===== src/rtl/psg_erw_pkg.sv =====
// Shared types, register map constants and init sequence decode for the
// tone chip register writer. No dependencies.
`timescale 1ns / 1ps

package psg_erw_pkg;

  // Default shadow depth; the top level hands the real value down.
  localparam int SHADOW_DEPTH_DEF = 64;

  // Operation codes.
  localparam logic [3:0] OP_INIT      = 4'd0;
  localparam logic [3:0] OP_KEY_ON    = 4'd1;
  localparam logic [3:0] OP_KEY_OFF   = 4'd2;
  localparam logic [3:0] OP_VOLUME    = 4'd3;
  localparam logic [3:0] OP_VOICE     = 4'd4;
  localparam logic [3:0] OP_ENV_SHAPE = 4'd5;
  localparam logic [3:0] OP_ENV_LO    = 4'd6;
  localparam logic [3:0] OP_ENV_HI    = 4'd7;
  localparam logic [3:0] OP_PAN       = 4'd8;
  localparam logic [3:0] OP_REG_READ  = 4'd9;
  localparam logic [3:0] OP_REG_WRITE = 4'd10;

  // Chip register map, relative to one set.
  localparam logic [5:0] SET2_BASE  = 6'h20;
  localparam logic [7:0] NUM_REGS   = 8'h0E;
  localparam logic [5:0] REG_NOISE  = 6'h06;
  localparam logic [5:0] REG_ENABLE = 6'h07;
  localparam logic [5:0] REG_VOL    = 6'h08;
  localparam logic [5:0] REG_ENV_LO = 6'h0B;
  localparam logic [5:0] REG_ENV_HI = 6'h0C;
  localparam logic [5:0] REG_SHAPE  = 6'h0D;
  localparam logic [5:0] REG_PAN    = 6'h10;

  localparam logic [7:0] PAN_CENTRE = 8'h08;
  localparam logic [7:0] MIX_INIT   = 8'h38;
  localparam int         NUM_CHANS  = 6;

  // Length of the init clearing sequence.
  localparam int         INIT_WRITES = 34;
  localparam logic [5:0] INIT_LAST   = 6'(INIT_WRITES - 1);
  localparam logic [5:0] INIT_SET_START = 6'd24;

  // Commands from the controller to the datapath.
  typedef struct packed {
    logic       load;   // latch a new input transaction
    logic       emit;   // produce one result and commit its state update
    logic [5:0] step;   // index of the result within the current item
  } ctrl_cmd_t;

  // Status from the datapath to the controller.
  typedef struct packed {
    logic out_free;     // output register can take a result this cycle
    logic last;         // the current step is the final result of the item
  } dp_sts_t;

  typedef struct packed {
    logic [5:0] addr;
    logic [7:0] data;
  } init_wr_t;

  // Voice position within its set.
  function automatic logic [1:0] ch_sub(input logic [2:0] ch);
    logic [1:0] sub;
    case (ch)
      3'd1, 3'd4: sub = 2'd1;
      3'd2, 3'd5: sub = 2'd2;
      default:    sub = 2'd0;
    endcase
    return sub;
  endfunction

  // Register base of the set that a channel belongs to.
  function automatic logic [5:0] ch_base(input logic [2:0] ch);
    return (ch >= 3'd3) ? SET2_BASE : 6'h00;
  endfunction

  // A raw register number is one of the chip's registers.
  function automatic logic reg_ok(input logic [7:0] r);
    return (r < NUM_REGS) ||
           (r >= 8'(SET2_BASE) && r < (8'(SET2_BASE) + NUM_REGS));
  endfunction

  // Address and data of one write of the init sequence. The first 24 steps
  // write four registers per channel, centring its pan; the last ten clear each
  // set's shared registers and end with the mixer at its init value.
  function automatic init_wr_t init_entry(input logic [5:0] step);
    init_wr_t   w;
    logic [2:0] c;
    logic [1:0] sub;
    logic [5:0] t;
    logic [5:0] j;
    logic [5:0] base;
    c = step[4:2];
    sub = ch_sub(c);
    t = step - INIT_SET_START;
    w.data = 8'h00;
    if (step < INIT_SET_START) begin
      base = ch_base(c);
      case (step[1:0])
        2'd0:    w.addr = base | {3'b000, sub, 1'b0};
        2'd1:    w.addr = base | {3'b000, sub, 1'b1};
        2'd2:    w.addr = base | (REG_VOL + {4'b0000, sub});
        default: begin
          w.addr = base | (REG_PAN + {4'b0000, sub});
          w.data = PAN_CENTRE;
        end
      endcase
    end else begin
      if (t >= 6'd5) begin
        base = SET2_BASE;
        j = t - 6'd5;
      end else begin
        base = 6'h00;
        j = t;
      end
      case (j)
        6'd0:    w.addr = base | REG_NOISE;
        6'd1:    w.addr = base | REG_ENV_LO;
        6'd2:    w.addr = base | REG_ENV_HI;
        6'd3:    w.addr = base | REG_SHAPE;
        default: begin
          w.addr = base | REG_ENABLE;
          w.data = MIX_INIT;
        end
      endcase
    end
    return w;
  endfunction

endpackage


===== src/rtl/psg_erw_if.sv =====
// Valid/ready channel interfaces for music event input and register
// write results. No dependencies.
`timescale 1ns / 1ps

interface psg_erw_in_if;
  logic       valid;
  logic       ready;
  logic [3:0] operation;
  logic [2:0] channel;
  logic [7:0] data_value;
  logic [7:0] reg_addr;

  modport source (output valid, operation, channel, data_value, reg_addr,
                  input ready);
  modport sink   (input valid, operation, channel, data_value, reg_addr,
                  output ready);
endinterface

interface psg_erw_out_if;
  logic       valid;
  logic       ready;
  logic       write_valid;
  logic [5:0] write_addr;
  logic [7:0] write_data;
  logic [7:0] read_data;
  logic       status;
  logic       last;

  modport source (output valid, write_valid, write_addr, write_data, read_data,
                  status, last, input ready);
  modport sink   (input valid, write_valid, write_addr, write_data, read_data,
                  status, last, output ready);
endinterface


===== src/rtl/psg_erw_ctrl.sv =====
// Controller for the register writer: takes one input transaction at a time
// and steps through its results. Depends on psg_erw_pkg.
`timescale 1ns / 1ps

module psg_erw_ctrl (
  input  logic                   clk,
  input  logic                   rst_n,
  input  logic                   in_valid,
  output logic                   in_ready,
  input  psg_erw_pkg::dp_sts_t   sts,
  output psg_erw_pkg::ctrl_cmd_t cmd
);
  import psg_erw_pkg::*;

  typedef enum logic [1:0] {
    ST_IDLE = 2'b01,
    ST_EMIT = 2'b10
  } state_t;

  state_t     state_r, state_nxt;
  logic [5:0] step_r, step_nxt;

  // Handshake and commands.
  assign in_ready = (state_r == ST_IDLE);
  assign cmd.load = in_valid && in_ready;
  assign cmd.emit = (state_r == ST_EMIT) && sts.out_free;
  assign cmd.step = step_r;

  // Next state and step count.
  always_comb begin
    state_nxt = state_r;
    step_nxt  = step_r;
    case (state_r)
      ST_IDLE: begin
        if (cmd.load) begin
          state_nxt = ST_EMIT;
          step_nxt  = 6'd0;
        end
      end
      ST_EMIT: begin
        if (cmd.emit) begin
          if (sts.last) begin
            state_nxt = ST_IDLE;
            step_nxt  = 6'd0;
          end else begin
            step_nxt = step_r + 6'd1;
          end
        end
      end
      default: begin
        state_nxt = ST_IDLE;
        step_nxt  = 6'd0;
      end
    endcase
  end

  always_ff @(posedge clk) begin
    if (!rst_n) begin
      state_r <= ST_IDLE;
      step_r  <= 6'd0;
    end else begin
      state_r <= state_nxt;
      step_r  <= step_nxt;
    end
  end

`ifndef SYNTHESIS
  a_idle_step_zero: assert property (@(posedge clk) disable iff (!rst_n)
    (state_r == ST_IDLE) |-> (step_r == 6'd0))
    else $error("step count not cleared while idle");

  a_step_bound: assert property (@(posedge clk) disable iff (!rst_n)
    step_r <= INIT_LAST)
    else $error("step count ran past the longest sequence");

  a_last_returns_idle: assert property (@(posedge clk) disable iff (!rst_n)
    (cmd.emit && sts.last) |=> (state_r == ST_IDLE))
    else $error("controller did not finish after the last result");
`endif

endmodule


===== src/rtl/psg_erw_dp.sv =====
// Datapath for the register writer: item latch, result decode, channel
// level and mixer state, register shadow memory and the output register.
// Depends on psg_erw_pkg.
`timescale 1ns / 1ps

module psg_erw_dp #(
  parameter int SHADOW_DEPTH = psg_erw_pkg::SHADOW_DEPTH_DEF
) (
  input  logic                   clk,
  input  logic                   rst_n,
  input  psg_erw_pkg::ctrl_cmd_t cmd,
  output psg_erw_pkg::dp_sts_t   sts,
  input  logic [3:0]             in_operation,
  input  logic [2:0]             in_channel,
  input  logic [7:0]             in_data_value,
  input  logic [7:0]             in_reg_addr,
  input  logic                   out_ready,
  output logic                   out_valid,
  output logic                   out_write_valid,
  output logic [5:0]             out_write_addr,
  output logic [7:0]             out_write_data,
  output logic [7:0]             out_read_data,
  output logic                   out_status,
  output logic                   out_last
);
  import psg_erw_pkg::*;

  localparam int IDX_W = $clog2(SHADOW_DEPTH);

  // Latched input transaction.
  logic [3:0] op_r;
  logic [2:0] ch_r;
  logic [7:0] dv_r;
  logic [7:0] reg_r;

  // Channel level and mixer enable state.
  logic [5:0] level_r [NUM_CHANS];
  logic [7:0] mixer_r [2];

  // Register shadow with per-entry valid bits; unwritten entries read zero.
  logic [7:0]              shadow_mem [SHADOW_DEPTH];
  logic [SHADOW_DEPTH-1:0] shadow_vld_r;
  logic [7:0]              rd_data_r;
  logic                    rd_vld_r;

  // Output register.
  logic       out_valid_r;
  logic       out_wv_r;
  logic [5:0] out_addr_r;
  logic [7:0] out_data_r;
  logic [7:0] out_rd_r;
  logic       out_status_r;
  logic       out_last_r;

  // Result of the current step.
  logic       bad;
  logic       res_wv;
  logic [5:0] res_addr;
  logic [7:0] res_data;
  logic [7:0] res_rd;
  logic       res_last;
  logic       lv_we;
  logic [2:0] lv_idx;
  logic [5:0] lv_cur;
  logic [5:0] lv_new;
  logic       mx_we;
  logic       mx_idx;
  logic [7:0] mx_cur;
  logic [7:0] mx_new;
  logic [1:0] sub;
  logic [5:0] base;
  logic [1:0] mir_sub;
  logic [7:0] tone;
  logic [7:0] noise;
  init_wr_t   iw;

  // Item latch and shadow read at acceptance; no write can be in flight then.
  always_ff @(posedge clk) begin
    if (cmd.load) begin
      op_r      <= in_operation;
      ch_r      <= in_channel;
      dv_r      <= in_data_value;
      reg_r     <= in_reg_addr;
      rd_data_r <= shadow_mem[in_reg_addr[IDX_W-1:0]];
      rd_vld_r  <= (int'(in_reg_addr) < SHADOW_DEPTH) &&
                   shadow_vld_r[in_reg_addr[IDX_W-1:0]];
    end
  end

  // Field decode shared by the operations.
  assign sub     = ch_sub(ch_r);
  assign base    = ch_base(ch_r);
  assign mir_sub = reg_r[1:0];
  assign tone    = 8'h01 << sub;
  assign noise   = tone << 3;
  assign iw      = init_entry(cmd.step);

  assign bad = ((op_r >= OP_KEY_ON) && (op_r <= OP_PAN) && (ch_r >= 3'd6)) ||
               (op_r > OP_REG_WRITE) ||
               (((op_r == OP_REG_READ) || (op_r == OP_REG_WRITE)) && !reg_ok(reg_r));

  // One level entry and one mixer entry are touched per step.
  always_comb begin
    case (op_r)
      OP_INIT:      lv_idx = cmd.step[4:2];
      OP_REG_WRITE: lv_idx = reg_r[5] ? (3'd3 + {1'b0, mir_sub}) : {1'b0, mir_sub};
      default:      lv_idx = ch_r;
    endcase
    case (op_r)
      OP_INIT:      mx_idx = iw.addr[5];
      OP_REG_WRITE: mx_idx = reg_r[5];
      default:      mx_idx = (ch_r >= 3'd3);
    endcase
  end

  assign lv_cur = (lv_idx < 3'(NUM_CHANS)) ? level_r[lv_idx] : 6'h00;
  assign mx_cur = mixer_r[mx_idx];

  // Result and state update for the current step.
  always_comb begin
    res_wv   = 1'b0;
    res_addr = 6'h00;
    res_data = 8'h00;
    res_rd   = 8'h00;
    res_last = 1'b1;
    lv_we    = 1'b0;
    lv_new   = lv_cur;
    mx_we    = 1'b0;
    mx_new   = mx_cur;
    if (!bad) begin
      case (op_r)
        OP_INIT: begin
          res_wv   = 1'b1;
          res_addr = iw.addr;
          res_data = iw.data;
          res_last = (cmd.step == INIT_LAST);
          lv_we    = (cmd.step < INIT_SET_START) && (cmd.step[1:0] == 2'd2);
          lv_new   = 6'h00;
          mx_we    = (cmd.step >= INIT_SET_START) && (iw.addr[4:0] == REG_ENABLE[4:0]);
          mx_new   = MIX_INIT;
        end
        OP_KEY_ON, OP_KEY_OFF, OP_VOLUME: begin
          case (op_r)
            OP_KEY_ON:  lv_new = lv_cur | 6'h20;
            OP_KEY_OFF: lv_new = lv_cur & 6'h1F;
            default:    lv_new = {lv_cur[5:4], dv_r[6:3]};
          endcase
          lv_we    = 1'b1;
          res_wv   = 1'b1;
          res_addr = base | (REG_VOL + {4'b0000, sub});
          res_data = lv_new[5] ? {3'b000, lv_new[4:0]} : 8'h00;
        end
        OP_VOICE: begin
          res_wv   = 1'b1;
          res_last = (cmd.step == 6'd1);
          if (cmd.step == 6'd0) begin
            lv_new   = dv_r[4] ? {lv_cur[5], dv_r[4:0]} : {lv_cur[5], 1'b0, lv_cur[3:0]};
            lv_we    = 1'b1;
            res_addr = base | (REG_VOL + {4'b0000, sub});
            res_data = lv_new[5] ? {3'b000, lv_new[4:0]} : 8'h00;
          end else begin
            mx_new = mx_cur & ~tone;
            if (dv_r[5]) mx_new = mx_new | tone;
            mx_new = mx_new | noise;
            if (dv_r[6]) mx_new = mx_new & ~noise;
            mx_we    = 1'b1;
            res_addr = base | REG_ENABLE;
            res_data = mx_new;
          end
        end
        OP_ENV_SHAPE: begin
          res_wv   = 1'b1;
          res_addr = base | REG_SHAPE;
          res_data = dv_r;
        end
        OP_ENV_LO: begin
          res_wv   = 1'b1;
          res_addr = base | REG_ENV_LO;
          res_data = dv_r;
        end
        OP_ENV_HI: begin
          res_wv   = 1'b1;
          res_addr = base | REG_ENV_HI;
          res_data = dv_r;
        end
        OP_PAN: begin
          res_wv   = 1'b1;
          res_addr = base | (REG_PAN + {4'b0000, sub});
          res_data = dv_r;
        end
        OP_REG_READ: begin
          res_rd = rd_vld_r ? rd_data_r : 8'h00;
        end
        OP_REG_WRITE: begin
          res_wv   = 1'b1;
          res_addr = reg_r[5:0];
          res_data = dv_r;
          mx_we    = (reg_r[3:0] == REG_ENABLE[3:0]);
          mx_new   = dv_r;
          lv_we    = (reg_r[3:0] >= REG_VOL[3:0]) &&
                     (reg_r[3:0] < (REG_VOL[3:0] + 4'd3));
          lv_new   = {lv_cur[5], dv_r[4:0]};
        end
        default: begin
          res_wv = 1'b0;
        end
      endcase
    end
  end

  assign sts.out_free = !out_valid_r || out_ready;
  assign sts.last     = res_last;

  // Shadow memory write for each emitted register write inside the depth.
  always_ff @(posedge clk) begin
    if (cmd.emit && res_wv && (int'(res_addr) < SHADOW_DEPTH)) begin
      shadow_mem[res_addr[IDX_W-1:0]] <= res_data;
    end
  end

  // Valid bits, level and mixer state.
  always_ff @(posedge clk) begin
    if (!rst_n) begin
      shadow_vld_r <= '0;
      for (int i = 0; i < NUM_CHANS; i++) level_r[i] <= 6'h00;
      mixer_r[0] <= 8'h00;
      mixer_r[1] <= 8'h00;
    end else if (cmd.emit) begin
      if (res_wv && (int'(res_addr) < SHADOW_DEPTH)) begin
        shadow_vld_r[res_addr[IDX_W-1:0]] <= 1'b1;
      end
      if (lv_we) level_r[lv_idx] <= lv_new;
      if (mx_we) mixer_r[mx_idx] <= mx_new;
    end
  end

  // Output register: loaded by each result, emptied when the sink takes it.
  always_ff @(posedge clk) begin
    if (!rst_n) begin
      out_valid_r <= 1'b0;
    end else if (cmd.emit) begin
      out_valid_r <= 1'b1;
    end else if (out_ready) begin
      out_valid_r <= 1'b0;
    end
  end

  always_ff @(posedge clk) begin
    if (cmd.emit) begin
      out_wv_r     <= res_wv;
      out_addr_r   <= res_addr;
      out_data_r   <= res_data;
      out_rd_r     <= res_rd;
      out_status_r <= bad;
      out_last_r   <= res_last;
    end
  end

  assign out_valid       = out_valid_r;
  assign out_write_valid = out_wv_r;
  assign out_write_addr  = out_addr_r;
  assign out_write_data  = out_data_r;
  assign out_read_data   = out_rd_r;
  assign out_status      = out_status_r;
  assign out_last        = out_last_r;

`ifndef SYNTHESIS
  a_reject_no_write: assert property (@(posedge clk) disable iff (!rst_n)
    (out_valid_r && out_status_r) |-> (!out_wv_r && out_last_r && out_rd_r == 8'h00))
    else $error("rejected transaction carries a write or read data");

  a_no_write_zero: assert property (@(posedge clk) disable iff (!rst_n)
    (out_valid_r && !out_wv_r) |-> (out_addr_r == 6'h00 && out_data_r == 8'h00))
    else $error("result without a write has nonzero address or data");

  a_emit_fills_output: assert property (@(posedge clk) disable iff (!rst_n)
    cmd.emit |=> out_valid_r)
    else $error("emitted result did not reach the output register");
`endif

endmodule


===== src/rtl/psg_event_register_writer.sv =====
// Top level of the tone chip register writer: controller plus datapath.
// Depends on psg_erw_pkg, psg_erw_if, psg_erw_ctrl and psg_erw_dp.
//
//   Channel     Direction  Handshake      Payload
//   in_item     sink       valid/ready    operation, channel, data_value, reg_addr
//   out_result  source     valid/ready    write_valid, write_addr, write_data,
//                                         read_data, status, last
//
// An item with one result is accepted, then its result is loaded into the output register.
// A voice item gives two results and init gives 34, one per cycle while not stalled.
// The output register sets the pace: a result waits there while out_result
// is stalled, and the next result of the same item waits behind it.
// A new item is accepted as soon as the previous item's last result is loaded.
// Reset (rst_n, synchronous) clears levels, mixer bytes and shadow valid bits.
`timescale 1ns / 1ps

module psg_event_register_writer #(
  parameter int SHADOW_DEPTH = psg_erw_pkg::SHADOW_DEPTH_DEF
) (
  input logic          clk,
  input logic          rst_n,
  psg_erw_in_if.sink   in_item,
  psg_erw_out_if.source out_result
);
  import psg_erw_pkg::*;

  ctrl_cmd_t cmd;
  dp_sts_t   sts;
  logic      ready;

  psg_erw_ctrl u_ctrl (
    .clk      (clk),
    .rst_n    (rst_n),
    .in_valid (in_item.valid),
    .in_ready (ready),
    .sts      (sts),
    .cmd      (cmd)
  );

  assign in_item.ready = ready;

  psg_erw_dp #(
    .SHADOW_DEPTH (SHADOW_DEPTH)
  ) u_dp (
    .clk             (clk),
    .rst_n           (rst_n),
    .cmd             (cmd),
    .sts             (sts),
    .in_operation    (in_item.operation),
    .in_channel      (in_item.channel),
    .in_data_value   (in_item.data_value),
    .in_reg_addr     (in_item.reg_addr),
    .out_ready       (out_result.ready),
    .out_valid       (out_result.valid),
    .out_write_valid (out_result.write_valid),
    .out_write_addr  (out_result.write_addr),
    .out_write_data  (out_result.write_data),
    .out_read_data   (out_result.read_data),
    .out_status      (out_result.status),
    .out_last        (out_result.last)
  );

endmodule

===== src/flat_wrapper.sv =====
// flat-port wrapper written by rule: the top's interface ports become plain ports
module psg_event_register_writer_flat import psg_erw_pkg::*;
#(
  parameter int SHADOW_DEPTH = psg_erw_pkg::SHADOW_DEPTH_DEF
)
  (clk, rst_n, in_item_valid, in_item_operation, in_item_channel, in_item_data_value, in_item_reg_addr, in_item_ready, out_result_valid, out_result_write_valid, out_result_write_addr, out_result_write_data, out_result_read_data, out_result_status, out_result_last, out_result_ready);
  psg_erw_in_if in_item_i ();
  psg_erw_out_if out_result_i ();
  input logic clk;
  input logic rst_n;
  input wire logic [$bits(in_item_i.valid)-1:0] in_item_valid;
  input wire logic [$bits(in_item_i.operation)-1:0] in_item_operation;
  input wire logic [$bits(in_item_i.channel)-1:0] in_item_channel;
  input wire logic [$bits(in_item_i.data_value)-1:0] in_item_data_value;
  input wire logic [$bits(in_item_i.reg_addr)-1:0] in_item_reg_addr;
  output wire logic [$bits(in_item_i.ready)-1:0] in_item_ready;
  output wire logic [$bits(out_result_i.valid)-1:0] out_result_valid;
  output wire logic [$bits(out_result_i.write_valid)-1:0] out_result_write_valid;
  output wire logic [$bits(out_result_i.write_addr)-1:0] out_result_write_addr;
  output wire logic [$bits(out_result_i.write_data)-1:0] out_result_write_data;
  output wire logic [$bits(out_result_i.read_data)-1:0] out_result_read_data;
  output wire logic [$bits(out_result_i.status)-1:0] out_result_status;
  output wire logic [$bits(out_result_i.last)-1:0] out_result_last;
  input wire logic [$bits(out_result_i.ready)-1:0] out_result_ready;
  assign in_item_i.valid = in_item_valid;
  assign in_item_i.operation = in_item_operation;
  assign in_item_i.channel = in_item_channel;
  assign in_item_i.data_value = in_item_data_value;
  assign in_item_i.reg_addr = in_item_reg_addr;
  assign in_item_ready = in_item_i.ready;
  assign out_result_valid = out_result_i.valid;
  assign out_result_write_valid = out_result_i.write_valid;
  assign out_result_write_addr = out_result_i.write_addr;
  assign out_result_write_data = out_result_i.write_data;
  assign out_result_read_data = out_result_i.read_data;
  assign out_result_status = out_result_i.status;
  assign out_result_last = out_result_i.last;
  assign out_result_i.ready = out_result_ready;
  psg_event_register_writer #(.SHADOW_DEPTH(SHADOW_DEPTH)) u_core (.clk(clk), .rst_n(rst_n), .in_item(in_item_i), .out_result(out_result_i));
endmodule

===== config.mk =====
export PLATFORM = sky130hd
export DESIGN_NAME = psg_event_register_writer_flat
export DESIGN_NICKNAME = d
export VERILOG_FILES = /design/src/rtl/psg_erw_pkg.sv /design/src/rtl/psg_erw_if.sv /design/src/rtl/psg_erw_ctrl.sv /design/src/rtl/psg_erw_dp.sv /design/src/rtl/psg_event_register_writer.sv /design/src/flat_wrapper.sv
export SDC_FILE = /design/constraint.sdc
export NUM_CORES = 1
export LEC_CHECK = 0
export BUFFER_PORTS_ARGS = -buffer_cell sky130_fd_sc_hd__buf_2
export CORE_MARGIN = 8
export CORE_UTILIZATION = 30
export DETAILED_ROUTE_END_ITERATION = 10
export PLACE_DENSITY = 0.47
export SLEW_MARGIN = 10
export SYNTH_ARGS = -nofsm -noshare
export SYNTH_HDL_FRONTEND = slang
export SYNTH_SLANG_ARGS = --single-unit

===== constraint.sdc =====
create_clock -name clk -period 4.9 [get_ports clk]
set_clock_uncertainty 0.15 [all_clocks]
set_input_delay 0.49 -clock clk [delete_from_list [all_inputs] [get_ports clk]]
set_output_delay 0.49 -clock clk [all_outputs]
set_load 0.01 [all_outputs]

* Word level (Yosys, flattened, before mapping)
Memories as Yosys holds them, arrays and structs flattened. A register that Yosys moved wholly into a read port is not among the register bits.
Cells that the tools add are included.
** Storage, ports and cells
- Bits in registers :: 122
- Bits in writable memories :: 564
- Input port bits :: 27
- Word-level logic and storage cells :: 212
- Output and inout port bits :: 27
- Memories kept :: 3
** Operators by class
- Order comparisons :: 19
- Reductions and logical operators :: 39
- Equality and inequality tests :: 32
- Multiplexer cells :: 80
- Add/sub/neg operators :: 8
- Shift-type cells :: 1
- Bitwise gates (word level) :: 15
** Memory list
- u_core.u_dp.shadow_mem :: depth 64, width 8, rd ports 1, clocked after memory_dff 1, wr ports 1, line psg_erw_dp.sv:41 : logic [7:0] shadow_mem [SHADOW_DEPTH];
- u_core.u_dp.level_r :: depth 6, width 6, rd ports 1, clocked after memory_dff 0, wr ports 6, line psg_erw_dp.sv:37 : logic [5:0] level_r [NUM_CHANS];
- u_core.u_dp.mixer_r :: depth 2, width 8, rd ports 1, clocked after memory_dff 0, wr ports 2, line psg_erw_dp.sv:38 : logic [7:0] mixer_r [2];
** Operators by type and width (number)
- 6-bit two-way mux :: 16
- 8-bit two-way mux :: 10
- 64-bit bitwise OR :: 1
- 6-bit one-hot mux with 8 select lines :: 1
- 8-bit one-hot mux with 4 select lines :: 1
- 1-bit two-way mux :: 25
- 6-bit one-hot mux with 2 select lines :: 2
- 6-bit one-hot mux with 4 select lines :: 1
- 8-bit one-hot mux with 3 select lines :: 1
- 4-bit by 3-bit == test with 1-bit output, second input constant :: 5
- 5-bit two-way mux :: 4
- 6-bit one-hot mux with 3 select lines :: 1
- 8-bit bitwise AND :: 2
- 8-bit inverter :: 2
- 8-bit bitwise OR :: 2
- 4-bit one-hot mux with 4 select lines :: 1
- 6-bit by 7-bit < comparator with 1-bit output, second input constant :: 2
- 14-bit two-way mux :: 1
- 5-bit by 2-bit adder with 6-bit output, first input constant :: 2
- 3-bit == test, second input constant :: 4
- 4-bit == test, second input constant :: 3
- 6-bit by 1-bit == test with 1-bit output, second input constant :: 2
- 6-bit by 2-bit == test with 1-bit output, second input constant :: 2
- 1-bit logical AND :: 12
- 61 further kinds :: 91

* Longest topological paths before layout
Gate-level depths: netlist of run 1.
An unclocked memory read counts as a cell.
- Depth in word-level cells :: 23
- Gate-level depth with buffers :: 13
- Gate-level depth less buffers :: 10

* By module
A second synthesis of run 1 with hierarchy kept.
** Second synthesis, totals
- Cell total of the unflattened synthesis :: 1667
- Area, all modules :: 28945.3 um2
** By module, submodules not included
- psg_erw_dp :: instances 1, area each 28553.6 um2, cells each 1623
- psg_erw_ctrl :: instances 1, area each 391.6 um2, cells each 44

* Least setup slack after synthesis of run 1
OpenSTA, ideal clock, no wires.
- Kind :: register to register
- Start :: reg u_core.u_dp.op_r[0]
- End :: reg u_core.u_dp.out_data_r[0], in the netlist u_core.u_dp.out_write_data[0], data pin
- Arrival time :: 4.378 ns
- Library setup time :: 0.594 ns
- Stages on the path, launching flop included :: 11
- Path slack :: -0.221 ns
- Path buffers :: 2
- Path through :: edfxtp_1 > or4_1 > buf_2 > nand3_1 > and2_1 > clkbuf_1 > a211oi_1 > o32a_1 > a21oi_1 > o2111ai_1 > a31oi_1
** On the way
- Word-level cells in the longest chain between the ends :: 15
** Ends and longest elaborated chain
- start, declared :: line psg_erw_dp.sv:31 : logic [3:0] op_r;
- start signal, assigned :: line psg_erw_dp.sv:80 : op_r <= in_operation;
- 4-bit == test / 4-bit logical NOT (equally long branches)
- 1-bit one-hot mux with 2 select lines :: line psg_erw_dp.sv:109 : case (op_r)
- memory read 2 x 8 bit
- 8-bit bitwise AND :: line psg_erw_dp.sv:162 : mx_new = mx_cur & ~tone;
- 8-bit bitwise OR :: line psg_erw_dp.sv:163 : if (dv_r[5]) mx_new = mx_new | tone;
- 8-bit two-way mux :: line psg_erw_dp.sv:163
- 8-bit two-way mux :: line psg_erw_dp.sv:156 : if (cmd.step == 6'd0) begin
- 8-bit two-way mux :: line psg_erw_dp.sv:131 : case (op_r)
- 8-bit two-way mux :: line psg_erw_dp.sv:130 : if (!bad) begin
- 8-bit bitwise OR :: line psg_erw_dp.sv:164 : mx_new = mx_new | noise;
- 8-bit bitwise AND :: line psg_erw_dp.sv:165 : if (dv_r[6]) mx_new = mx_new & ~noise;
- 8-bit two-way mux :: line psg_erw_dp.sv:165
- 8-bit two-way mux :: line psg_erw_dp.sv:156
- 8-bit one-hot mux with 4 select lines :: line psg_erw_dp.sv:131
- 8-bit two-way mux * :: line psg_erw_dp.sv:130
- named net u_core.u_dp.res_data[0] :: line psg_erw_dp.sv:59 : logic [7:0] res_data;
- end signal, assigned :: line psg_erw_dp.sv:252 : out_data_r <= res_data;
- end, declared :: line psg_erw_dp.sv:50 : logic [7:0] out_data_r;
The timed path passes the listed nets; every way through them passes the cells marked *. The select of a mux whose other input is x is not followed.
A chain may end at the register's enable or synchronous reset.

* Worst setup path after layout of run 1
- Start :: reg u_core.u_ctrl.step_r[3]
- End :: mem u_core.u_dp.shadow_mem[38][7], enable pin
** On the way
- Word-level cells in the longest chain between the ends :: 9
** Ends and longest elaborated chain
- start, declared :: line psg_erw_ctrl.sv:21 : logic [5:0] step_r, step_nxt;
- start signal, assigned :: line psg_erw_ctrl.sv:63 : step_r <= step_nxt;
- 6-bit by 5-bit subtractor with 6-bit output, or another cell as far along :: line psg_erw_pkg.sv:95 : t = step - INIT_SET_START;
- 6-bit by 3-bit subtractor with 6-bit output, or another cell as far along :: line psg_erw_pkg.sv:111 : j = t - 6'd5;
- 6-bit two-way mux / 2-bit one-hot mux with 2 select lines (equally long branches) :: line psg_erw_pkg.sv:109, psg_erw_pkg.sv:64
- 6-bit two-way mux, or another cell as far along :: line psg_erw_pkg.sv:97 : if (step < INIT_SET_START) begin
- 6-bit by 2-bit == test with 1-bit output, or another cell as far along :: line psg_erw_pkg.sv:116 : case (j)
- 4-bit one-hot mux with 4 select lines / 6-bit one-hot mux with 3 select lines (equally long branches) :: line psg_erw_pkg.sv:116, psg_erw_pkg.sv:99
- 14-bit two-way mux :: line psg_erw_pkg.sv:97
- 6-bit one-hot mux with 8 select lines * :: line psg_erw_dp.sv:131
- 6-bit two-way mux * :: line psg_erw_dp.sv:130
- end, declared :: line psg_erw_dp.sv:41
Every way passes the cells marked *; elsewhere a longest branch is shown, timed or not. The select of a mux whose other input is x is not followed.

==> results.json, run 1 <==
{
  "outcome": "complete, no violations",
  "drtIter0Drc": 1149,
  "cp-start-kind": "flop",
  "wl_per_cell_um": 22.16,
  "hp-class": "in2reg",
  "cts.sinks": 694,
  "crit_buf_inv": 2,
  "finalSetupTns_ns": 0,
  "pwr-share-clk": 0.412,
  "die_y_um": 324.0,
  "period_share": 0.8744,
  "antenna_found_initial": 4,
  "grt_max_degree": 77,
  "numCtsBuffers": 75,
  "slowest_stage": "dfxtp_1",
  "die-area_mm2": 0.1050,
  "final_util": 0.3580,
  "synth_area_leaders": "edfxtp_1 (66%), mux4_2 (15%), dfxtp_1 (5.1%)",
  "netlist_instances": 1583,
  "syn_to_final_growth_pct": 18.84,
  "synth_warnings": 0,
  "grt_pass1_wl_mm": 106.2,
  "grt_pass1_vias": 15840,
  "setup.worst_path.start": "u_core.u_ctrl.step_r[3]$_SDFFE_PN0P_",
  "die_w_um": 324.0,
  "syn_area_per_cell_um2": 17.97,
  "syn-cell-area_mm2": 0.02845,
  "max_stage_delay_ns": 0.74,
  "setup_viol": 0,
  "vias": 15230,
  "hp-start": "out_result_ready",
  "worstPathCellList": "ha_1 -> xnor2_1 -> a2111oi_0 -> o21bai_1 -> nor4_1 -> o31a_1 -> or4_1 -> buf_4 -> nor2_1 -> buf_4",
  "post-cts-setup-buffers": 0,
  "synthTopCellsByCount": "edfxtp_1 (621), mux4_2 (192), nor2_1 (156), dfxtp_1 (73), nand2_1 (58)",
  "pwr-share-comb": 0.071,
  "cp.required_ns": 5.07,
  "cpLargestDelayFamily": "compound AO/OA/AOI/OAI gates",
  "critPathCaptureType": "flop",
  "first_pass_iters": 5,
  "cap_violations": 0,
  "remaining_drc_errors": 0,
  "p_seq_frac": 0.517,
  "relSlewSlack": 0.2574,
  "core_mm2": 0.09445,
  "rr_startpoint": "u_core.u_ctrl.step_r[3]$_SDFFE_PN0P_",
  "io_buffers": 53,
  "crit_arrival_ns": 4.46,
  "cts-root-buf": "clkbuf_16",
  "synth-seq-area-share": 0.7068,
  "p_int_w": 0.009929,
  "synth_largest_area_cell": "edfxtp_1",
  "synth_edf_count": 621,
  "drv_slew": 0,
  "switching_share": 0.2284,
  "ys_seq_elements": 694,
  "wl_mm": 70.77,
  "place.gp.congestion": 0.8383,
  "power.density_mw_per_mm2": 380.6,
  "track_usage": 0.1357,
  "ant_nets": 0,
  "clkTransAtPathRegs_ns": 0.06,
  "synthDominantCellAreaShare": 0.6554,
  "crit_path_frequent_cell": "buf_4",
  "n_antenna_cell": 0,
  "h-tree-depth": 3,
  "hold_violations": 0,
  "rsz0062_at_grt": "no",
  "peakVddDrop_mv": 0.2405,
  "clockBufferDepth": 3,
  "p_leak_nw": 11.23,
  "grt.overflow.total": 0,
  "setup_ws_ns": 0.6155,
  "vias_per_cell": 4.771,
  "row_count": 113,
  "worstMarginPinSlew_ns": 1.114,
  "net-switching-power_w": 0.002939,
  "nNetsFinal": 1904,
  "ys.flop_type": "edfxtp_1",
  "dp_hpwl_mm": 46.18,
  "yosys.cell_count.top_type": "edfxtp_1",
  "cts_tree": "built",
  "io_pins": 54,
  "path_class": "reg2reg",
  "dp_slack_ns": 0.7115,
  "critPathMaxFanout": 20,
  "drive_gt1_frac": 0.2516,
  "initial_core_util": 0.3013,
  "max_freq_mhz": 233.4,
  "yosysUniqueCellTypes": 87,
  "layout_min_cycle_time_ns": 4.285,
  "synthArstFlopShare": 0,
  "clk_latency_ns": 0.62
}
-- kinds of logic (layout without fill, tap and decap cells) --
logic type / count (synthesis) / after routing / synth area share
XOR/XNOR: 9 / 9 / 0.002770
flip-flops: 694 / 694 / 0.7068
buffers and inverters: 117 / 335 / 0.01715
adder cells (fa/ha/maj): 12 / 12 / 0.005189
multiplexers: 207 / 207 / 0.1577
AO/OA/AOI/OAI: 210 / 210 / 0.05374
other: 1 / 128 / 0.0001318
AND/OR/NAND/NOR: 333 / 333 / 0.05651
-- stage by stage --
| stage | std cells | area (um2) | hold WS [ns] | power, W |
|---|---|---|---|---|
| after floorplan | 1710 | 28960 | 0.2741 | 0.007338 |
| after global placement | 3037 | 31330 | 0.2865 | 0.007683 |
| after detailed placement | 3037 | 31330 | 0.2907 | 0.007698 |
| after CTS | 3193 | 33810 | 0.07687 | 0.01307 |
| after global routing | 3193 | 33810 | 0.1209 | 0.01337 |
| final | 3193 | 33810 | 0.1197 | 0.01287 |
-- power by group through the flow --
stage               logic [W]  clock network, W  registers [W]
floorplan            0.000577                 0        0.00676
global placement     0.000906                 0        0.00678
detailed placement   0.000916                 0        0.00678
CTS                  0.000929           0.00549        0.00666
global route         0.000992           0.00571        0.00667
finish               0.000910           0.00530        0.00666
-- worst reg2reg max path, cell delays in order (launching register included) --
cell and delay [ns]:
dfxtp_1 0.74, ha_1 0.33, xnor2_1 0.13, a2111oi_0 0.71, o21bai_1 0.21, nor4_1 0.07
o31a_1 0.34, or4_1 0.66, buf_4 0.27, nor2_1 0.18, buf_4 0.21
-- layer usage --
metal	wire length, um	GRT usage	share of wire
met1	32330	0.1857	0.46
met2	33980	0.2220	0.48
met3	3095	0.02513	0.044
met4	1358	0.03593	0.019
met5	0	0	0
-- worst paths after layout --
| kind | to | slack, ns | cells after the start |
|---|---|---|---|
| max | u_core.u_dp.shadow_mem[38][7]$_DFFE_PP_ | 0.62 | 10 |
| min | u_core.u_dp.out_valid$_SDFFE_PN0P_ | 0.12 | 3 |
| max reg2reg | u_core.u_dp.shadow_mem[38][7]$_DFFE_PP_ | 0.62 | 10 |
| min reg2reg | u_core.u_dp.shadow_vld_r[62]$_SDFFE_PN0P_ | 0.30 | 1 |
-- layout make-up --
cell class / count / area (um2)
multi-input combinational: 899 / 8431
clock buffer: 105 / 2071
sequential: 694 / 20110
tap: 1265 / 1583
fill: 9017 / 60630
inverter: 30 / 112.6
clock inverter: 34 / 246.5
timing repair buffer: 166 / 1260
-- flip-flops by register name, indices dropped and copies added (netlist names) --
register,count
u_core.u_dp.out_write_data,8
u_core.u_dp.out_last,1
u_core.u_dp.level_r,36
u_core.u_dp.rd_vld_r,1
u_core.u_dp.op_r,4
u_core.u_dp.dv_r,8
u_core.u_ctrl.step_r,6
u_core.u_dp.ch_r,3
u_core.u_ctrl.state_r,2
u_core.u_dp.out_read_data,8
u_core.u_dp.out_write_addr,6
u_core.u_dp.shadow_vld_r,64
u_core.u_dp.reg_r,8
u_core.u_dp.mixer_r,16
u_core.u_dp.shadow_mem,512
u_core.u_dp.out_valid,1
u_core.u_dp.out_write_valid,1
u_core.u_dp.rd_data_r,8
u_core.u_dp.out_status,1
-- cell usage in the layout (no fill, tap or decap), types with 51 or more instances in the layout --
master / n
conb_1: 128
nand2_1: 58
clkbuf_16: 76
o21a_1: 51
nor2_1: 153
mux4_2: 192
edfxtp_1: 621
buf_2: 51
dfxtp_1: 73
buf_4: 89
-- repair_timing --
item                                    CTS  global route
gates resized for setup                   0             0
endpoints found under the hold margin    17             0
hold buffers                             17             0
endpoints found under the setup margin    0             0
(Power assumes the default switching activity.)
==> inputs of run 2 (changes only) <==
CORE_UTILIZATION = 32   (was 30)
PLACE_DENSITY = 0.49   (was 0.47)
SYNTH_HIERARCHICAL = 1   (was unset)
==> run 2 against run 1 <==
- non-clock buffer count fell by 8
- sequential cell count did not move
- critical path type unchanged
- wire length rose by 1.6%
- maximum frequency fell by 2.8%
- combinational power rose by 5.6%
- register-to-register slack got worse by 0.12 ns
- worst setup slack got worse by 0.12 ns
- sequential share of layout area fell by 0.79 points
- hold slack improved by 0.022 ns
- clock-buffer cell count fell by 11
- critical endpoint is now u_core/u_dp/shadow_mem[45][2]$_DFFE_PP_
- sequential power barely moved
- global-route usage rose by 0.81 points
==> results.json, run 2 <==
{
  "clockBufferDepth": 3,
  "grt.overflow.total": 0,
  "die-area_mm2": 0.1003,
  "wl_per_cell_um": 22.73,
  "drv_slew": 0,
  "fin_area_mm2": 0.03427,
  "synth-seq-area-share": 0.6947,
  "critPathCaptureType": "flop",
  "remaining_drc_errors": 0,
  "synthDominantCellAreaShare": 0.6442,
  "cts.sinks": 694,
  "syn_area_per_cell_um2": 17.36,
  "grt_pass1_vias": 16760,
  "ctsResizeCount": 0,
  "hp-class": "in2reg",
  "syn_to_final_growth_pct": 18.38,
  "worstPathCellList": "inv_1 -> ha_1 -> nand2b_1 -> a2111oi_0 -> o211ai_1 -> buf_4 -> mux2i_1 -> a211o_1 -> o31ai_1 -> o2bb2ai_4 -> buf_12",
  "max_freq_mhz": 226.9,
  "syn-cell-area_mm2": 0.02895,
  "numCtsBuffers": 76,
  "place_inst": 3010,
  "ys_seq_elements": 694,
  "fin_cells": 3165,
  "clk_latency_ns": 0.63,
  "ys.flop_type": "edfxtp_1",
  "power.density_mw_per_mm2": 385.8,
  "holdBufCountCts": 17,
  "period_share": 0.8994,
  "cts-root-buf": "clkbuf_16",
  "cap_violations": 0,
  "ant_nets": 0,
  "max_stage_delay_ns": 0.62,
  "synth_edf_count": 621,
  "wl_mm": 71.93,
  "synthArstFlopShare": 0,
  "netlist_instances": 1667,
  "clkTransAtPathRegs_ns": 0.06,
  "post-cts-setup-buffers": 0,
  "peakVddDrop_mv": 0.2477,
  "cts_tree": "built",
  "finalSetupTns_ns": 0,
  "critPathMaxFanout": 33,
  "layout_min_cycle_time_ns": 4.407,
  "crit_arrival_ns": 4.72,
  "rsz0062_at_grt": "no",
  "die_w_um": 316.8,
  "grt_pass1_wl_mm": 108.5,
  "synth_largest_area_cell": "edfxtp_1",
  "n_antenna_cell": 0,
  "row_count": 110,
  "die_y_um": 316.8,
  "outcome": "complete, no violations",
  "vias_per_cell": 5.065,
  "drive_gt1_frac": 0.2564,
  "synth_warnings": 6,
  "setup_ws_ns": 0.4928,
  "antenna_found_initial": 3,
  "h-tree-depth": 3,
  "cp-start-kind": "flop",
  "p_leak_nw": 11.50,
  "io_buffers": 53,
  "synthTopCellsByCount": "edfxtp_1 (621), mux4_2 (190), nor2_1 (117), nand2_1 (100), dfxtp_1 (73)",
  "nNetsFinal": 1968,
  "placed_area_mm2": 0.03163,
  "relSlewSlack": 0.1980,
  "worstMarginPinSlew_ns": 1.188,
  "core_mm2": 0.08987,
  "yosys.cell_count.top_type": "edfxtp_1",
  "vias": 16030,
  "dp_slack_ns": 0.5228,
  "final_common_cell": "edfxtp_1",
  "dp_hpwl_mm": 45.93,
  "slowest_stage": "a2111oi_0",
  "drtIter0Drc": 1436,
  "initial_core_util": 0.3221,
  "track_usage": 0.1438,
  "grt_max_degree": 78,
  "setup_viol": 0,
  "largest_reg_flops": 512,
  "fillerInstances": 8298,
  "io_pins": 54,
  "cp.required_ns": 5.21,
  "first_pass_iters": 7,
  "hold_violations": 0,
  "place.gp.congestion": 0.8828,
  "layout_common_cells": "edfxtp_1 (621), mux4_2 (190), conb_1 (128)",
  "yosysUniqueCellTypes": 88,
  "path_class": "reg2reg",
  "synth_area_leaders": "edfxtp_1 (64%), mux4_2 (15%), dfxtp_1 (5.0%)"
}
run 2: cell count changes in the layout (fill, tap and decap cells not counted), sizes merged, moves of 10 or more:
| cell | delta |
|---|---|
| and2 | +12 |
| o31ai | +15 |
| o211ai | +14 |
| nor3 | +22 |
| nor2 | -40 |
| o21a | -29 |
| nand2 | +41 |
| clkbuf | -11 |
| o21ai | +10 |
run 2: final cells by class:
class / count / area [um2] / share of cell area
multi-input cells: 975 / 8934 / 0.2607
repair buffers: 158 / 1200 / 0.03502
flip-flops and latches: 694 / 20110 / 0.5869
clock inverters: 44 / 454.2 / 0.01325
inverters: 24 / 90.09 / 0.002629
well taps: 1176 / 1471 / 0.04294
clock buffers: 94 / 2007 / 0.05857
run 2: cells by family after synthesis:
family,synth area share
other,0.0001296
AOI/OAI and AO/OA,0.05390
muxes,0.1563
and+or+nand+nor,0.06808
adders and majority gates,0.005187
DFF,0.6947
buffers and inverters,0.01828
xor gates and xnor gates,0.003328
run 2: metrics by stage:
| step | hold slack [ns] | utilization | total power, W |
|---|---|---|---|
| finish | 0.1413 | 0.3813 | 0.01322 |
| global route | 0.1635 | 0.3813 | 0.01369 |
| CTS | 0.1049 | 0.3813 | 0.01342 |
| detailed placement | 0.2893 | 0.3520 | 0.007746 |
| global placement | 0.2773 | 0.3520 | 0.007733 |
| floorplan | 0.2644 | - | 0.007371 |
run 2: worst paths after layout:
check | start | endpoint | slack, ns | cells after the start
max reg2reg | u_core/u_ctrl/step_r[1]$_SDFFE_PN0P_ | u_core/u_dp/shadow_mem[45][2]$_DFFE_PP_ | 0.49 | 11
max | u_core/u_ctrl/step_r[1]$_SDFFE_PN0P_ | u_core/u_dp/shadow_mem[45][2]$_DFFE_PP_ | 0.49 | 11
min | out_result_ready | u_core/u_dp/out_valid$_SDFFE_PN0P_ | 0.14 | 3
min reg2reg | u_core/u_dp/shadow_vld_r[59]$_SDFFE_PN0P_ | u_core/u_dp/shadow_vld_r[59]$_SDFFE_PN0P_ | 0.30 | 2
run 2: layer usage:
layer / vias to the layer above / wire length, um / global-route usage
li1: 7128 / - / -
met1: 8357 / 32120 / 0.1944
met2: 431 / 34810 / 0.2383
met3: 114 / 3153 / 0.02079
met4: 0 / 1846 / 0.04706
met5: - / 0 / 0
run 2: critical path: cells and delay by family (launching register included):
| kind | cells | cell delay (ns) |
|---|---|---|
| buf+inv | 3 | 0.72 |
| compound gates | 5 | 2.18 |
| mux | 1 | 0.16 |
| flops | 1 | 0.58 |
| fa+ha+maj | 1 | 0.25 |
| simple gates | 1 | 0.16 |
run 2: power by group:
part | switching, W | leakage (nW) | internal [W]
registers | 0.0000590 | 6.53 | 0.00660
clock network | 0.00239 | 1.21 | 0.00321
logic | 0.000605 | 3.76 | 0.000355
total | 0.00305 | 11.5 | 0.0102
==> inputs of run 3 (changes only) <==
CORE_UTILIZATION = 42   (was 32)
CTS_CLUSTER_SIZE = 14   (was unset)
PLACE_DENSITY = 0.6   (was 0.49)
==> run 3 against run 2 <==
- first-iteration DRC count is 13% higher
- power down 1.0%
- critical path depth did not move
- final area is 1.1% lower
- clock power decreased by 2%
- sequential share of layout area rose by 0.65 points
- wire length is 3.5% lower
- cell count fell by 8.9%
- global-route usage rose by 3.5 points
- sequential power about the same
- critical path type unchanged
==> results.json, run 3 (synthesized netlist as in run 2, its figures left out) <==
{
  "row_count": 96,
  "min_to": "u_core/u_dp/out_valid$_SDFFE_PN0P_",
  "hp-class": "in2reg",
  "setup_ws_ns": 0.4567,
  "antenna_found_initial": 0,
  "die_w_um": 278.5,
  "die-area_mm2": 0.07757,
  "dp_slack_ns": 0.5017,
  "core_mm2": 0.06847,
  "io_pins": 54,
  "setup.worst_path.start": "u_core/u_ctrl/step_r[0]$_SDFFE_PN0P_",
  "dp_hpwl_mm": 44.70,
  "relSlewSlack": 0.1830,
  "critPathCaptureType": "flop",
  "rr_startpoint": "u_core/u_ctrl/step_r[0]$_SDFFE_PN0P_",
  "post-cts-setup-buffers": 0,
  "r2r_cells": 11,
  "clk_latency_ns": 0.61,
  "cp.required_ns": 5.06,
  "drtIter0Drc": 1628,
  "ctsResizeCount": 0,
  "drv_slew": 0,
  "hold_depth": 3,
  "path_class": "reg2reg",
  "clockBufferDepth": 3,
  "power.density_mw_per_mm2": 386.0,
  "drive_gt1_frac": 0.2594,
  "cts_tree": "built",
  "crit_arrival_ns": 4.60,
  "die_y_um": 278.5,
  "rsz0062_at_grt": "no",
  "final_util": 0.4950,
  "initial_core_util": 0.4228,
  "place.gp.congestion": 0.8745,
  "first_pass_iters": 5,
  "grt_pass1_wl_mm": 105.3,
  "wl_per_cell_um": 24.08,
  "cap_violations": 0,
  "final_common_cell": "edfxtp_1",
  "reg2reg_to": "u_core/u_dp/shadow_mem[37][2]$_DFFE_PP_",
  "n_antenna_cell": 0,
  "max_freq_mhz": 225.1,
  "remaining_drc_errors": 0,
  "critPathMaxFanout": 65,
  "clkTransAtPathRegs_ns": 0.05,
  "period_share": 0.9068,
  "io_buffers": 53,
  "cts-root-buf": "clkbuf_16",
  "finalSetupTns_ns": 0,
  "vias_per_cell": 5.604,
  "outcome": "complete, no violations",
  "p_leak_nw": 11.53,
  "rrSetupSlack_ns": 0.46,
  "cts.sinks": 694,
  "hp-start": "out_result_ready",
  "wl_mm": 69.42,
  "grt.overflow.total": 0,
  "worstMarginPinSlew_ns": 1.210,
  "grt_max_degree": 78,
  "h-tree-depth": 3,
  "largest_reg_flops": 512,
  "cp-start-kind": "flop",
  "vias": 16160,
  "layout_min_cycle_time_ns": 4.443,
  "nNetsFinal": 1981,
  "ant_nets": 0,
  "syn_to_final_growth_pct": 17.09,
  "setup_viol": 0,
  "holdBufCountCts": 17,
  "fillerInstances": 5638,
  "numCtsBuffers": 75,
  "track_usage": 0.1786,
  "layout_common_cells": "edfxtp_1 (621), mux4_2 (190), conb_1 (128)",
  "hold_violations": 0,
  "peakVddDrop_mv": 0.2782,
  "grt_pass1_vias": 16560
}
run 3: changes by cell type in the layout (fill, tap and decap cells not counted), sizes merged:
cell,before,now
buf,141,155
clkinv,35,32
clkbuf,94,96
inv,27,26
run 3: cell type report:
cell class                 instances  area [um2]  share of cell area
tap                              882        1104             0.03256
multi-input combinational        975        8929              0.2634
clock inverter                    40       375.4             0.01108
sequential                       694       20110              0.5933
clock buffer                      96        2018             0.05955
inverter                          24       90.09            0.002658
timing repair buffer             172        1267             0.03740
run 3: worst max-delay path, cell delays in order (launching register included):
cell       delay [ns]
dfxtp_1          0.42
inv_1            0.25
ha_1             0.36
nand2b_1         0.11
a2111oi_0        0.67
o211ai_1         0.29
buf_4            0.27
mux2i_1          0.16
a211o_1          0.30
o31ai_1          0.40
o2bb2ai_4        0.16
buf_4            0.51
run 3: layer usage:
| metal | GRT usage | part of all wire | vias to the layer above |
|---|---|---|---|
| met2 | 0.2972 | 0.49 | 518 |
| met4 | 0.04532 | 0.015 | 0 |
| met5 | 0 | 0 | - |
| met1 | 0.2455 | 0.43 | 8404 |
| li1 | - | - | 7155 |
| met3 | 0.02772 | 0.060 | 79 |
run 3: stage by stage:
stage | area [um2] | total power [W] | hold slack (ns) | cells
6_report | 33890 | 0.01308 | 0.1431 | 2883
5_1_grt | 33890 | 0.01350 | 0.1634 | 2883
2_1_floorplan | 29430 | 0.007371 | 0.2644 | 1794
3_5_place_dp | 31330 | 0.007734 | 0.2852 | 2730
3_3_place_gp | 31330 | 0.007717 | 0.2772 | 2730
4_1_cts | 33890 | 0.01321 | 0.1088 | 2883
run 3: worst max path at each step:
| stage | cells after the start | end | slack, ns |
|---|---|---|---|
| floorplan | 10 | u_core/u_dp/out_write_data[2]$_DFFE_PP_ | 0.10 |
| global placement | 10 | u_core/u_dp/shadow_mem[26][4]$_DFFE_PP_ | 0.70 |
| detailed placement | 11 | u_core/u_dp/shadow_mem[57][2]$_DFFE_PP_ | 0.50 |
| CTS | 11 | u_core/u_dp/shadow_mem[37][2]$_DFFE_PP_ | 0.50 |
| global route | 11 | u_core/u_dp/shadow_mem[37][2]$_DFFE_PP_ | 0.18 |
| finish | 11 | u_core/u_dp/shadow_mem[37][2]$_DFFE_PP_ | 0.46 |
run 3: where the power goes:
part | leakage, nW | switching (W) | total (W) | internal (W)
registers | 6.53 | 0.0000562 | 0.00666 | 0.00660
clock network | 1.18 | 0.00227 | 0.00547 | 0.00320
logic | 3.82 | 0.000603 | 0.000959 | 0.000356
total | 11.5 | 0.00293 | 0.0131 | 0.0102
